**src/hdl/stt_pkg.sv**
```systemverilog
// Types, constants and controller/datapath structs of the software timer table.
package stt_pkg;

   localparam int SLOTS        = 16;
   localparam int SLOT_W       = $clog2(SLOTS);
   localparam int TIME_W       = 32;
   localparam int TASK_W       = 8;
   localparam int KIND_W       = 2;
   localparam int SLOT_FIELD_W = 4;

   localparam logic [TASK_W-1:0] STOP_TASK = '1;

   typedef enum logic [KIND_W-1:0] {
      KIND_CREATED = 2'd0,
      KIND_FIRED   = 2'd1,
      KIND_FULL    = 2'd2,
      KIND_DONE    = 2'd3
   } kind_type;

   typedef enum logic [2:0] {
      ST_IDLE,
      ST_DISPATCH,
      ST_CREATE_SEARCH,
      ST_SCAN_READ,
      ST_SCAN_EVAL,
      ST_DONE
   } state_type;

   // One timer slot as held in the slot memory.
   typedef struct packed {
      logic [TIME_W-1:0] start_time;
      logic [TIME_W-1:0] interval;
      logic              rep_mode;
      logic [TASK_W-1:0] task_id;
   } entry_type;

   localparam int ENTRY_W = $bits(entry_type);

   typedef struct packed {
      logic     load_req;
      logic     idx_clear;
      logic     idx_inc;
      logic     ram_rd;
      logic     wr_create;
      logic     wr_restart;
      logic     clear_valid;
      logic     emit;
      kind_type emit_kind;
   } cmd_type;

   typedef struct packed {
      logic action;
      logic cur_valid;
      logic due;
      logic is_stop;
      logic rep_mode;
      logic idx_last;
      logic out_free;
   } status_type;

endpackage

```
**src/hdl/stt_if.sv**
```systemverilog
// Request and response channel interfaces of the software timer table.
interface stt_req_if;
   import stt_pkg::*;

   logic              valid;
   logic              ready;
   logic              action;
   logic [TIME_W-1:0] now_ms;
   logic [TIME_W-1:0] interval_ms;
   logic [TASK_W-1:0] task_id;
   logic              repeat_req;

   modport source (output valid, action, now_ms, interval_ms, task_id, repeat_req,
                   input ready);
   modport sink   (input valid, action, now_ms, interval_ms, task_id, repeat_req,
                   output ready);
endinterface

interface stt_rsp_if;
   import stt_pkg::*;

   logic                    valid;
   logic                    ready;
   logic [KIND_W-1:0]       kind;
   logic [SLOT_FIELD_W-1:0] slot;
   logic [TASK_W-1:0]       fired_task;
   logic                    last;

   modport source (output valid, kind, slot, fired_task, last, input ready);
   modport sink   (input valid, kind, slot, fired_task, last, output ready);
endinterface

```
**src/hdl/stt_ram.sv**
```systemverilog
// Generic single-port-write, single-port-read RAM with registered read data.
module stt_ram #(
   parameter int WIDTH = 8,
   parameter int DEPTH = 16
) (
   input  logic                     clock,
   input  logic                     wr_en,
   input  logic [$clog2(DEPTH)-1:0] wr_addr,
   input  logic [WIDTH-1:0]         wr_data,
   input  logic                     rd_en,
   input  logic [$clog2(DEPTH)-1:0] rd_addr,
   output logic [WIDTH-1:0]         rd_data
);

   logic [WIDTH-1:0] mem_ff [DEPTH];
   logic [WIDTH-1:0] rd_data_ff;

   always_ff @(posedge clock) begin
      if (wr_en) begin
         mem_ff[wr_addr] <= wr_data;
      end
      if (rd_en) begin
         rd_data_ff <= mem_ff[rd_addr];
      end
   end

   assign rd_data = rd_data_ff;

endmodule

```
**src/hdl/stt_datapath.sv**
```systemverilog
// Datapath: request latch, slot memory, valid bits, slot index and response register.
module stt_datapath (
   input  logic                           clock,
   input  logic                           reset,
   input  stt_pkg::cmd_type               cmd,
   output stt_pkg::status_type            status,
   input  logic                           req_action,
   input  logic [stt_pkg::TIME_W-1:0]     req_now_ms,
   input  logic [stt_pkg::TIME_W-1:0]     req_interval_ms,
   input  logic [stt_pkg::TASK_W-1:0]     req_task_id,
   input  logic                           req_repeat_req,
   output logic                           rsp_valid,
   input  logic                           rsp_ready,
   output logic [stt_pkg::KIND_W-1:0]     rsp_kind,
   output logic [stt_pkg::SLOT_FIELD_W-1:0] rsp_slot,
   output logic [stt_pkg::TASK_W-1:0]     rsp_fired_task,
   output logic                           rsp_last
);
   import stt_pkg::*;

   // Latched request.
   logic              action_ff;
   logic [TIME_W-1:0] now_ff;
   logic [TIME_W-1:0] interval_ff;
   logic [TASK_W-1:0] task_ff;
   logic              rep_ff;

   logic [SLOTS-1:0]  valid_ff;
   logic [SLOT_W-1:0] idx_ff;

   // Response register.
   logic                    rsp_valid_ff;
   logic [KIND_W-1:0]       kind_ff;
   logic [SLOT_FIELD_W-1:0] slot_ff;
   logic [TASK_W-1:0]       fired_ff;
   logic                    last_ff;

   entry_type              rd_entry;
   entry_type              wr_entry;
   logic [ENTRY_W-1:0]     rd_data;
   logic                   wr_en;
   logic [TIME_W-1:0]      elapsed;
   logic [SLOT_W+SLOT_FIELD_W-1:0] slot_ext;
   logic                   out_free;

   always_ff @(posedge clock) begin
      if (cmd.load_req) begin
         action_ff   <= req_action;
         now_ff      <= req_now_ms;
         interval_ff <= req_interval_ms;
         task_ff     <= req_task_id;
         rep_ff      <= req_repeat_req;
      end
   end

   always_ff @(posedge clock) begin
      if (reset) begin
         idx_ff <= '0;
      end else if (cmd.idx_clear) begin
         idx_ff <= '0;
      end else if (cmd.idx_inc) begin
         idx_ff <= idx_ff + SLOT_W'(1);
      end
   end

   always_ff @(posedge clock) begin
      if (reset) begin
         valid_ff <= '0;
      end else if (cmd.wr_create) begin
         valid_ff[idx_ff] <= 1'b1;
      end else if (cmd.clear_valid) begin
         valid_ff[idx_ff] <= 1'b0;
      end
   end

   // A new timer takes the whole entry; a restart keeps all but the start time.
   always_comb begin
      if (cmd.wr_create) begin
         wr_entry.start_time = now_ff;
         wr_entry.interval   = interval_ff;
         wr_entry.rep_mode   = rep_ff;
         wr_entry.task_id    = task_ff;
      end else begin
         wr_entry            = rd_entry;
         wr_entry.start_time = now_ff;
      end
   end

   assign wr_en = cmd.wr_create || cmd.wr_restart;

   stt_ram #(
      .WIDTH (ENTRY_W),
      .DEPTH (SLOTS)
   ) u_slot_ram (
      .clock   (clock),
      .wr_en   (wr_en),
      .wr_addr (idx_ff),
      .wr_data (wr_entry),
      .rd_en   (cmd.ram_rd),
      .rd_addr (idx_ff),
      .rd_data (rd_data)
   );

   assign rd_entry = rd_data;
   assign elapsed  = now_ff - rd_entry.start_time;

   assign out_free = !rsp_valid_ff || rsp_ready;
   assign slot_ext = {{SLOT_FIELD_W{1'b0}}, idx_ff};

   always_ff @(posedge clock) begin
      if (reset) begin
         rsp_valid_ff <= 1'b0;
      end else if (cmd.emit) begin
         rsp_valid_ff <= 1'b1;
      end else if (rsp_ready) begin
         rsp_valid_ff <= 1'b0;
      end
   end

   always_ff @(posedge clock) begin
      if (cmd.emit) begin
         kind_ff <= cmd.emit_kind;
         case (cmd.emit_kind)
            KIND_FIRED: begin
               slot_ff  <= slot_ext[SLOT_FIELD_W-1:0];
               fired_ff <= rd_entry.task_id;
               last_ff  <= 1'b0;
            end
            KIND_CREATED: begin
               slot_ff  <= slot_ext[SLOT_FIELD_W-1:0];
               fired_ff <= '0;
               last_ff  <= 1'b1;
            end
            default: begin
               slot_ff  <= '0;
               fired_ff <= '0;
               last_ff  <= 1'b1;
            end
         endcase
      end
   end

   always_comb begin
      status.action    = action_ff;
      status.cur_valid = valid_ff[idx_ff];
      status.due       = elapsed >= rd_entry.interval;
      status.is_stop   = rd_entry.task_id == STOP_TASK;
      status.rep_mode  = rd_entry.rep_mode;
      status.idx_last  = idx_ff == SLOT_W'(SLOTS - 1);
      status.out_free  = out_free;
   end

   assign rsp_valid      = rsp_valid_ff;
   assign rsp_kind       = kind_ff;
   assign rsp_slot       = slot_ff;
   assign rsp_fired_task = fired_ff;
   assign rsp_last       = last_ff;

endmodule

```
**src/hdl/stt_ctrl.sv**
```systemverilog
// Controller state machine that sequences create searches and scans.
module stt_ctrl (
   input  logic                clock,
   input  logic                reset,
   input  logic                req_valid,
   output logic                req_ready,
   input  stt_pkg::status_type status,
   output stt_pkg::cmd_type    cmd
);
   import stt_pkg::*;

   state_type state_ff;
   state_type state_in;

   always_ff @(posedge clock) begin
      if (reset) begin
         state_ff <= ST_IDLE;
      end else begin
         state_ff <= state_in;
      end
   end

   always_comb begin
      state_in  = state_ff;
      req_ready = 1'b0;
      cmd       = '0;
      cmd.emit_kind = KIND_DONE;

      unique case (state_ff)
         ST_IDLE: begin
            req_ready = 1'b1;
            if (req_valid) begin
               cmd.load_req  = 1'b1;
               cmd.idx_clear = 1'b1;
               state_in      = ST_DISPATCH;
            end
         end
         ST_DISPATCH: begin
            state_in = status.action ? ST_CREATE_SEARCH : ST_SCAN_READ;
         end
         ST_CREATE_SEARCH: begin
            if (!status.cur_valid) begin
               if (status.out_free) begin
                  cmd.wr_create = 1'b1;
                  cmd.emit      = 1'b1;
                  cmd.emit_kind = KIND_CREATED;
                  state_in      = ST_IDLE;
               end
            end else if (status.idx_last) begin
               if (status.out_free) begin
                  cmd.emit      = 1'b1;
                  cmd.emit_kind = KIND_FULL;
                  state_in      = ST_IDLE;
               end
            end else begin
               cmd.idx_inc = 1'b1;
            end
         end
         ST_SCAN_READ: begin
            if (status.cur_valid) begin
               cmd.ram_rd = 1'b1;
               state_in   = ST_SCAN_EVAL;
            end else if (status.idx_last) begin
               state_in = ST_DONE;
            end else begin
               cmd.idx_inc = 1'b1;
            end
         end
         ST_SCAN_EVAL: begin
            if (status.due && status.is_stop) begin
               state_in = ST_DONE;
            end else if (!status.due || status.out_free) begin
               if (status.due) begin
                  cmd.emit        = 1'b1;
                  cmd.emit_kind   = KIND_FIRED;
                  cmd.wr_restart  = status.rep_mode;
                  cmd.clear_valid = !status.rep_mode;
               end
               if (status.idx_last) begin
                  state_in = ST_DONE;
               end else begin
                  cmd.idx_inc = 1'b1;
                  state_in    = ST_SCAN_READ;
               end
            end
         end
         ST_DONE: begin
            if (status.out_free) begin
               cmd.emit      = 1'b1;
               cmd.emit_kind = KIND_DONE;
               state_in      = ST_IDLE;
            end
         end
         default: begin
            state_in = ST_IDLE;
         end
      endcase
   end

endmodule

```
**src/hdl/software_timer_table_top.sv**
```systemverilog
// Top level of the software timer table: controller, datapath and channel wiring.
//
// The software timer table holds SLOTS timer slots (16 by default) in a single
// slot memory with one write and one registered read port, plus one valid flip-flop
// per slot that reset clears, so the table comes up empty with no clearing pass.
// A create request takes the lowest free slot, stores the interval, task id and
// mode with the request's time as the start, and answers with one created
// response (or one table-full response). A scan request walks the slots in
// ascending order; every slot whose elapsed time modulo 2^32 has reached its
// interval produces a fired response with its task id, periodic slots restart at
// the scan time and one-shot slots are freed. A due slot holding the stop task id
// (all ones) ends the scan early without firing. Each scan closes with a done
// response, and last is set on the final response of every request.
// A request is taken in the idle state and dispatched in the cycle after. A create then
// tests one valid bit per cycle. A scan passes over each empty slot in its read state
// and handles each occupied slot in two steps (memory read, then the
// 32-bit elapsed-time subtract and compare), and ends with the done response.
// One request is in work at a time; the response register lets a new request be
// taken while the previous final response still waits, and a stalled response
// channel holds the sequence where it stands.
module software_timer_table_top (
   input logic        clock,
   input logic        reset,
   stt_req_if.sink    req_chan,
   stt_rsp_if.source  rsp_chan
);
   import stt_pkg::*;

   cmd_type    cmd;
   status_type status;
   logic       req_ready;

   stt_ctrl u_ctrl (
      .clock     (clock),
      .reset     (reset),
      .req_valid (req_chan.valid),
      .req_ready (req_ready),
      .status    (status),
      .cmd       (cmd)
   );

   stt_datapath u_datapath (
      .clock           (clock),
      .reset           (reset),
      .cmd             (cmd),
      .status          (status),
      .req_action      (req_chan.action),
      .req_now_ms      (req_chan.now_ms),
      .req_interval_ms (req_chan.interval_ms),
      .req_task_id     (req_chan.task_id),
      .req_repeat_req  (req_chan.repeat_req),
      .rsp_valid       (rsp_chan.valid),
      .rsp_ready       (rsp_chan.ready),
      .rsp_kind        (rsp_chan.kind),
      .rsp_slot        (rsp_chan.slot),
      .rsp_fired_task  (rsp_chan.fired_task),
      .rsp_last        (rsp_chan.last)
   );

   assign req_chan.ready = req_ready;

endmodule

```
**src/flat_wrapper.sv**
```systemverilog
// flat-port wrapper written by rule: the top's interface ports become plain ports
module software_timer_table_top_flat import stt_pkg::*;
  (clock, reset, req_chan_valid, req_chan_action, req_chan_now_ms, req_chan_interval_ms, req_chan_task_id, req_chan_repeat_req, req_chan_ready, rsp_chan_valid, rsp_chan_kind, rsp_chan_slot, rsp_chan_fired_task, rsp_chan_last, rsp_chan_ready);
  stt_req_if req_chan_i ();
  stt_rsp_if rsp_chan_i ();
  input logic clock;
  input logic reset;
  input wire logic [$bits(req_chan_i.valid)-1:0] req_chan_valid;
  input wire logic [$bits(req_chan_i.action)-1:0] req_chan_action;
  input wire logic [$bits(req_chan_i.now_ms)-1:0] req_chan_now_ms;
  input wire logic [$bits(req_chan_i.interval_ms)-1:0] req_chan_interval_ms;
  input wire logic [$bits(req_chan_i.task_id)-1:0] req_chan_task_id;
  input wire logic [$bits(req_chan_i.repeat_req)-1:0] req_chan_repeat_req;
  output wire logic [$bits(req_chan_i.ready)-1:0] req_chan_ready;
  output wire logic [$bits(rsp_chan_i.valid)-1:0] rsp_chan_valid;
  output wire logic [$bits(rsp_chan_i.kind)-1:0] rsp_chan_kind;
  output wire logic [$bits(rsp_chan_i.slot)-1:0] rsp_chan_slot;
  output wire logic [$bits(rsp_chan_i.fired_task)-1:0] rsp_chan_fired_task;
  output wire logic [$bits(rsp_chan_i.last)-1:0] rsp_chan_last;
  input wire logic [$bits(rsp_chan_i.ready)-1:0] rsp_chan_ready;
  assign req_chan_i.valid = req_chan_valid;
  assign req_chan_i.action = req_chan_action;
  assign req_chan_i.now_ms = req_chan_now_ms;
  assign req_chan_i.interval_ms = req_chan_interval_ms;
  assign req_chan_i.task_id = req_chan_task_id;
  assign req_chan_i.repeat_req = req_chan_repeat_req;
  assign req_chan_ready = req_chan_i.ready;
  assign rsp_chan_valid = rsp_chan_i.valid;
  assign rsp_chan_kind = rsp_chan_i.kind;
  assign rsp_chan_slot = rsp_chan_i.slot;
  assign rsp_chan_fired_task = rsp_chan_i.fired_task;
  assign rsp_chan_last = rsp_chan_i.last;
  assign rsp_chan_i.ready = rsp_chan_ready;
  software_timer_table_top u_core (.clock(clock), .reset(reset), .req_chan(req_chan_i), .rsp_chan(rsp_chan_i));
endmodule
```
**config.mk**
```make
export PLATFORM = sky130hd
export DESIGN_NAME = software_timer_table_top_flat
export DESIGN_NICKNAME = d
export VERILOG_FILES = /design/src/hdl/stt_pkg.sv /design/src/hdl/stt_if.sv /design/src/hdl/stt_ram.sv /design/src/hdl/stt_datapath.sv /design/src/hdl/stt_ctrl.sv /design/src/hdl/software_timer_table_top.sv /design/src/flat_wrapper.sv
export SDC_FILE = /design/constraint.sdc
export NUM_CORES = 1
export LEC_CHECK = 0
export BUFFER_PORTS_ARGS = -buffer_cell sky130_fd_sc_hd__buf_2
export CAP_MARGIN = 0
export CORE_MARGIN = 2
export CORE_UTILIZATION = 56
export DETAILED_ROUTE_END_ITERATION = 10
export GPL_ROUTABILITY_DRIVEN = 0
export GPL_TIMING_DRIVEN = 0
export MAX_ROUTING_LAYER = met4
export PLACE_DENSITY_LB_ADDON = 0.2
export SYNTH_ARGS = -nofsm -noshare
export SYNTH_HDL_FRONTEND = slang
export SYNTH_HIERARCHICAL = 1
export SYNTH_SLANG_ARGS = --single-unit
```
**constraint.sdc**
```tcl
create_clock -name clock -period 9.94 [get_ports clock]
set_input_delay 0.994 -clock clock [delete_from_list [all_inputs] [get_ports clock]]
set_output_delay 0.994 -clock clock [all_outputs]
set_load 0.03 [all_outputs]
```
# Word-level counts from Yosys, hierarchy flattened
# Memory sizes are Yosys's and may differ from the RTL's. A register that Yosys moved wholly into a read port is not among the register bits.
# Cells that the tools add are included.
# op_classes
n_reduce_logical	15
n_lt_le_gt_ge	3
n_mul	0
n_bitwise	3
shift	0
n_div	0
n_eq_ne	12
n_addsub	2
n_mux	47
# op_table
cell	count
$mux 3	14
$mux 41	1
$ge 32x32->1	1
$mux 16	2
$sub 32x32->32	1
$mux 1	19
$pmux 3 s6	1
$and 16x16->16	1
$not 16->16	1
$or 16x16->16	1
$mux 5	3
$pmux 3 s3	1
$eq 8x8->1 const B	1
$eq 3x2->1 const B	2
$eq 3x3->1 const B	2
$mux 2	3
$ne 3x2->1 const B	2
$lt 4x5->1 const B	1
$add 4x1->4 const B	1
$bmux 1 s4	1
$demux 1 s4	1
$eq 4x4->1 const B	1
$ge 4x1->1 const B	1
$reduce_and 4->1	1
other kinds (12)	19
# word_totals
output_inout_bits	17
reg_bits	113
ram_bits	1168
n_memories	1
latchBits	0
rom_bits	0
# memory_table
name	depth	width	read_ports	rd_clocked_by_memory_dff	write_ports	line	rtl
u_core.u_datapath.u_slot_ram.mem_ff	16	73	1	1	1	stt_ram.sv:15	logic [WIDTH-1:0] mem_ff [DEPTH];

# Depth between registers and ports, before layout
# depth
depth_word	10
mapped_depth	26
mapped_depth_nobuf	26

# Hierarchy
# Netlist, hierarchy kept.
# modules_own_cells
module	instances	area_per_inst_um2	cells_per_inst
stt_ram	1	45857.7	1875
stt_datapath	1	6819.0	674
stt_ctrl	1	374.1	54

# Least setup slack after synthesis
# Ideal clock, no wire load.
# synth_path
path_type	reg2reg
from	register u_core.u_datapath.now_ff[0]
to	memory u_core/u_datapath/u_slot_ram/mem_ff[0][0] (netlist bit), enable pin
n_path_buf	0
slack_ns	-0.492
synth_period_minus_slack_ns	10.432
path_stages_with_launch	25
arrival_ns	9.838
cell_sequence	edfxtp_1 -> inv_1 -> ha_1 -> inv_1 -> fa_1 -> a21o_1 -> a21o_2 -> a221oi_4 -> nor3_1 -> o21a_1 -> mux2_2 -> and3_1 -> ha_1 -> a21o_1 -> a21oi_1 -> o21ai_0 -> or3_1 -> a21oi_1 -> nor3_1 -> nand2_2 -> nor4_1 -> and3_1 -> or2_2 -> or3b_2 -> nor3_1
# synth_lines
item	line	rtl
from (decl)	stt_datapath.sv:23	logic [TIME_W-1:0] now_ff;
from (signal assigned)	stt_datapath.sv:49	now_ff <= req_now_ms;
to (decl)	stt_ram.sv:15	

==> qor.yml <==
synthTopCellsByCount: "edfxtp_1, mux4_2, a22oi_1"
core-area_um2: 93600
post_cts.repair.setup_buffers: 0
ctsResizeCount: 0
hp-start: "req_chan_interval_ms[28]"
first_global_vias: 27900
place_ws_ps: 1750
critPathKind: "reg -> reg"
htree_levels: 4
synthFlopType: "edfxtp_1"
drcViolationCount: 0
end_kind: "flip-flop"
synthToLayoutAreaGrowth_pct: 14.9
clkPwrFrac_pct: 36.4
vias: 27200
detailed_place.area_um2: 56600
wirelength_mm: 126
finClkSkew_ps: 37.2
vias_per_cell: 6.38
worstSetupStartpointType: "flip-flop"
min_to: "u_core/u_datapath/interval_ff[28]"
mappedNetlistArea_um2: 53100
multi_input_area_um2: 11900
tritoncts: "built"
tns_ps: 0
avgSynthCellArea_um2: 20.4
finalMaxSlewViolations: 0
nets: 3045
fin_area_um2: 61000
yosysWarnings: 6
first_iter_violations: 3684
start_util_pct: 56.7
io_pins: 95
ant_nets: 0
antenna_found_initial: 1
cts-root-buf: "clkbuf_16"
leakagePower_nw: 19.4
cellInternalPower_mw: 10.4
final_core_util_pct: 65.1
synth-edff-count: 1330
rows: 112
rr_endpoint: "u_core/u_datapath/u_slot_ram/mem_ff[4][60]"
whs_ps: 409
cts_num_sinks: 1354
swShare_pct: 24.6
hold_path_depth: 1
io_buffer_count: 94
die_area_um2: 97200
synth.most_common_cell: "edfxtp_1"
diodes: 0
ctsHoldBuffers: 0
crit_fanout: 17
grt_pass1_wl_mm: 184
cp.arrival_ps: 8980
yosysUniqueCellTypes: 67
finalHoldViolCount: 0
pwr-share-comb_pct: 12.8
peakVddDrop_uv: 183
n_fill_cell: 6241
setup_viol: 0
r2r_start: "u_core/u_datapath/now_ff[0]"
period_needed_ps: 8540
setup_ws_ps: 1400
p_seq_share_pct: 50.8
grt_overflow_total: 0
ys_seq_area_share_pct: 76.2
die_x_um: 312
cts_buffer_depth: 3
rsz0062_at_grt: "false"
relSlewSlack_pct: 8.07
cap_violations: 0
drt_pass1_iterations: 6
hold_path_class: "in -> reg"
max_freq_mhz: 117
tightest_slew_ps: 1370
run_status: "complete, no violations"
synth.top_cell.area_share_pct: 75.3
cts_made_buffers: 137
grt_use_total_pct: 27.0
synth_area_leader_cell: "edfxtp_1"
async_flop_share_pct: 0
switchingPower_mw: 3.40
clk_pin_slew_ps: 60
drive_above_1_share_pct: 24.2
clock_latency_ps: 760
fin_crit_sh_pct: 85.9
reg2reg_slack_ps: 1400
syn_nets: 2749
grt_max_degree: 75
synthCells: 2603
ys_seq_elements: 1354
wl_per_cell_um: 29.6
final-seq-area_um2: 40400
dp_hpwl_mm: 79.5
synth.top_cells.by_area: "edfxtp_1, mux4_2, a22oi_1"
die_h_um: 312
cp_data_required_time_ps: 10390
power_density_nw_per_um2: 226
r2r_cells: 27
-- state kept, by name, summed over array words and instances, names as in the netlist, named ones only --
register	count
u_core/u_datapath/u_slot_ram/mem_ff	1168
u_core/u_datapath/u_slot_ram/rd_data	73
u_core/u_datapath/interval_ff	32
u_core/u_datapath/now_ff	32
u_core/u_datapath/rsp_fired_task	8
u_core/u_datapath/task_ff	8
u_core/u_datapath/idx_ff	4
u_core/u_datapath/rsp_slot	4
u_core/u_ctrl/state_ff	3
u_core/u_datapath/rsp_kind	2
u_core/u_datapath/action_ff	1
u_core/u_datapath/rep_ff	1
u_core/u_datapath/rsp_last	1
u_core/u_datapath/rsp_valid	1
-- cells by family after synthesis --
family	share of synthesized area [%]
adder cells (fa/ha/maj)	1.62
XOR/XNOR	0.462
flip-flops	76.2
multiplexers	12.9
AND/OR/NAND/NOR	2.61
AO/OA/AOI/OAI	4.52
buffers and inverters	1.72
-- worst max path at each step --
stage	start	to	slack, ps	cells past startpoint
finish	u_core/u_datapath/now_ff[0]	u_core/u_datapath/u_slot_ram/mem_ff[4][60]	1400	27
detailed placement	u_core/u_datapath/now_ff[0]	u_core/u_datapath/u_slot_ram/mem_ff[4][52]	1750	27
global placement	u_core/u_datapath/now_ff[0]	u_core/u_datapath/u_slot_ram/mem_ff[6][52]	-3490	24
global route	u_core/u_datapath/now_ff[0]	u_core/u_datapath/u_slot_ram/mem_ff[4][60]	960	27
CTS	u_core/u_datapath/now_ff[0]	u_core/u_datapath/u_slot_ram/mem_ff[4][63]	1590	27
floorplan	u_core/u_datapath/now_ff[0]	u_core/u_datapath/u_slot_ram/mem_ff[1][0]	1490	24
-- power by group through the flow --
stage	Combinational [mW]	Sequential [mW]	Clock [mW]
finish	1.77	7.00	5.01
global route	1.91	7.03	5.30
CTS	1.77	7.01	5.09
detailed placement	1.76	7.13	0
global placement	1.62	7.12	0
floorplan	1.19	7.06	0
-- cell type report --
cell class	count	area share, %
buffer	122	1.03
inverter	75	0.462
tap	1254	2.57
timing repair buffer	157	3.00
multi-input combinational	1052	19.5
sequential	1354	66.3
clock inverter	75	1.16
clock buffer	175	6.01
-- metrics by stage --
| stage | cells | power [mW] |
|---|---|---|
| floorplan | 2603 | 8.25 |
| global placement | 3951 | 8.74 |
| detailed placement | 4014 | 8.88 |
| CTS | 4264 | 13.9 |
| global route | 4264 | 14.2 |
| finish | 4264 | 13.8 |
-- layout by cell type (no fill, tap or decap), types with 18 or more instances in the layout --
cell,instances
a21o_1,21
a21oi_1,63
a22oi_1,148
buf_1,26
buf_12,33
buf_16,20
buf_2,105
clkbuf_1,88
clkbuf_16,140
clkinv_1,31
dfxtp_1,24
edfxtp_1,1330
ha_1,67
inv_1,75
mux4_2,297
nand2_1,136
nand3_1,18
nand4_1,19
nor2_1,26
o21ai_0,33
o21ai_1,31
xnor2_1,18
-- layer usage --
layer  wire (µm)  track usage [%]  share of wire [%]
met1       49200             35.9                 39
met3        9610             4.27                7.6
met4        3900             9.01                3.1
met5           0                -                  0
met2       63400             43.4                 50
-- critical path, stage by stage (launching register included) --
cell and delay [ps]:
edfxtp_1 640, inv_1 130, ha_1 170, inv_1 50, fa_1 410, a21o_1 190
a21o_2 220, a221oi_4 390, nor3_1 130, o21a_1 240, a221oi_1 330, xnor2_1 130
ha_1 320, nand4_1 130, o21ai_0 350, or3_1 180, a21oi_1 50, nor3_1 1080
nand2_2 200, nor4_1 470, and3_1 250, or2_2 160, nand3b_1 340, nor3_4 800
buf_16 250, buf_8 180, buf_8 180, buf_8 200
Power figures use the tool's default switching activity.
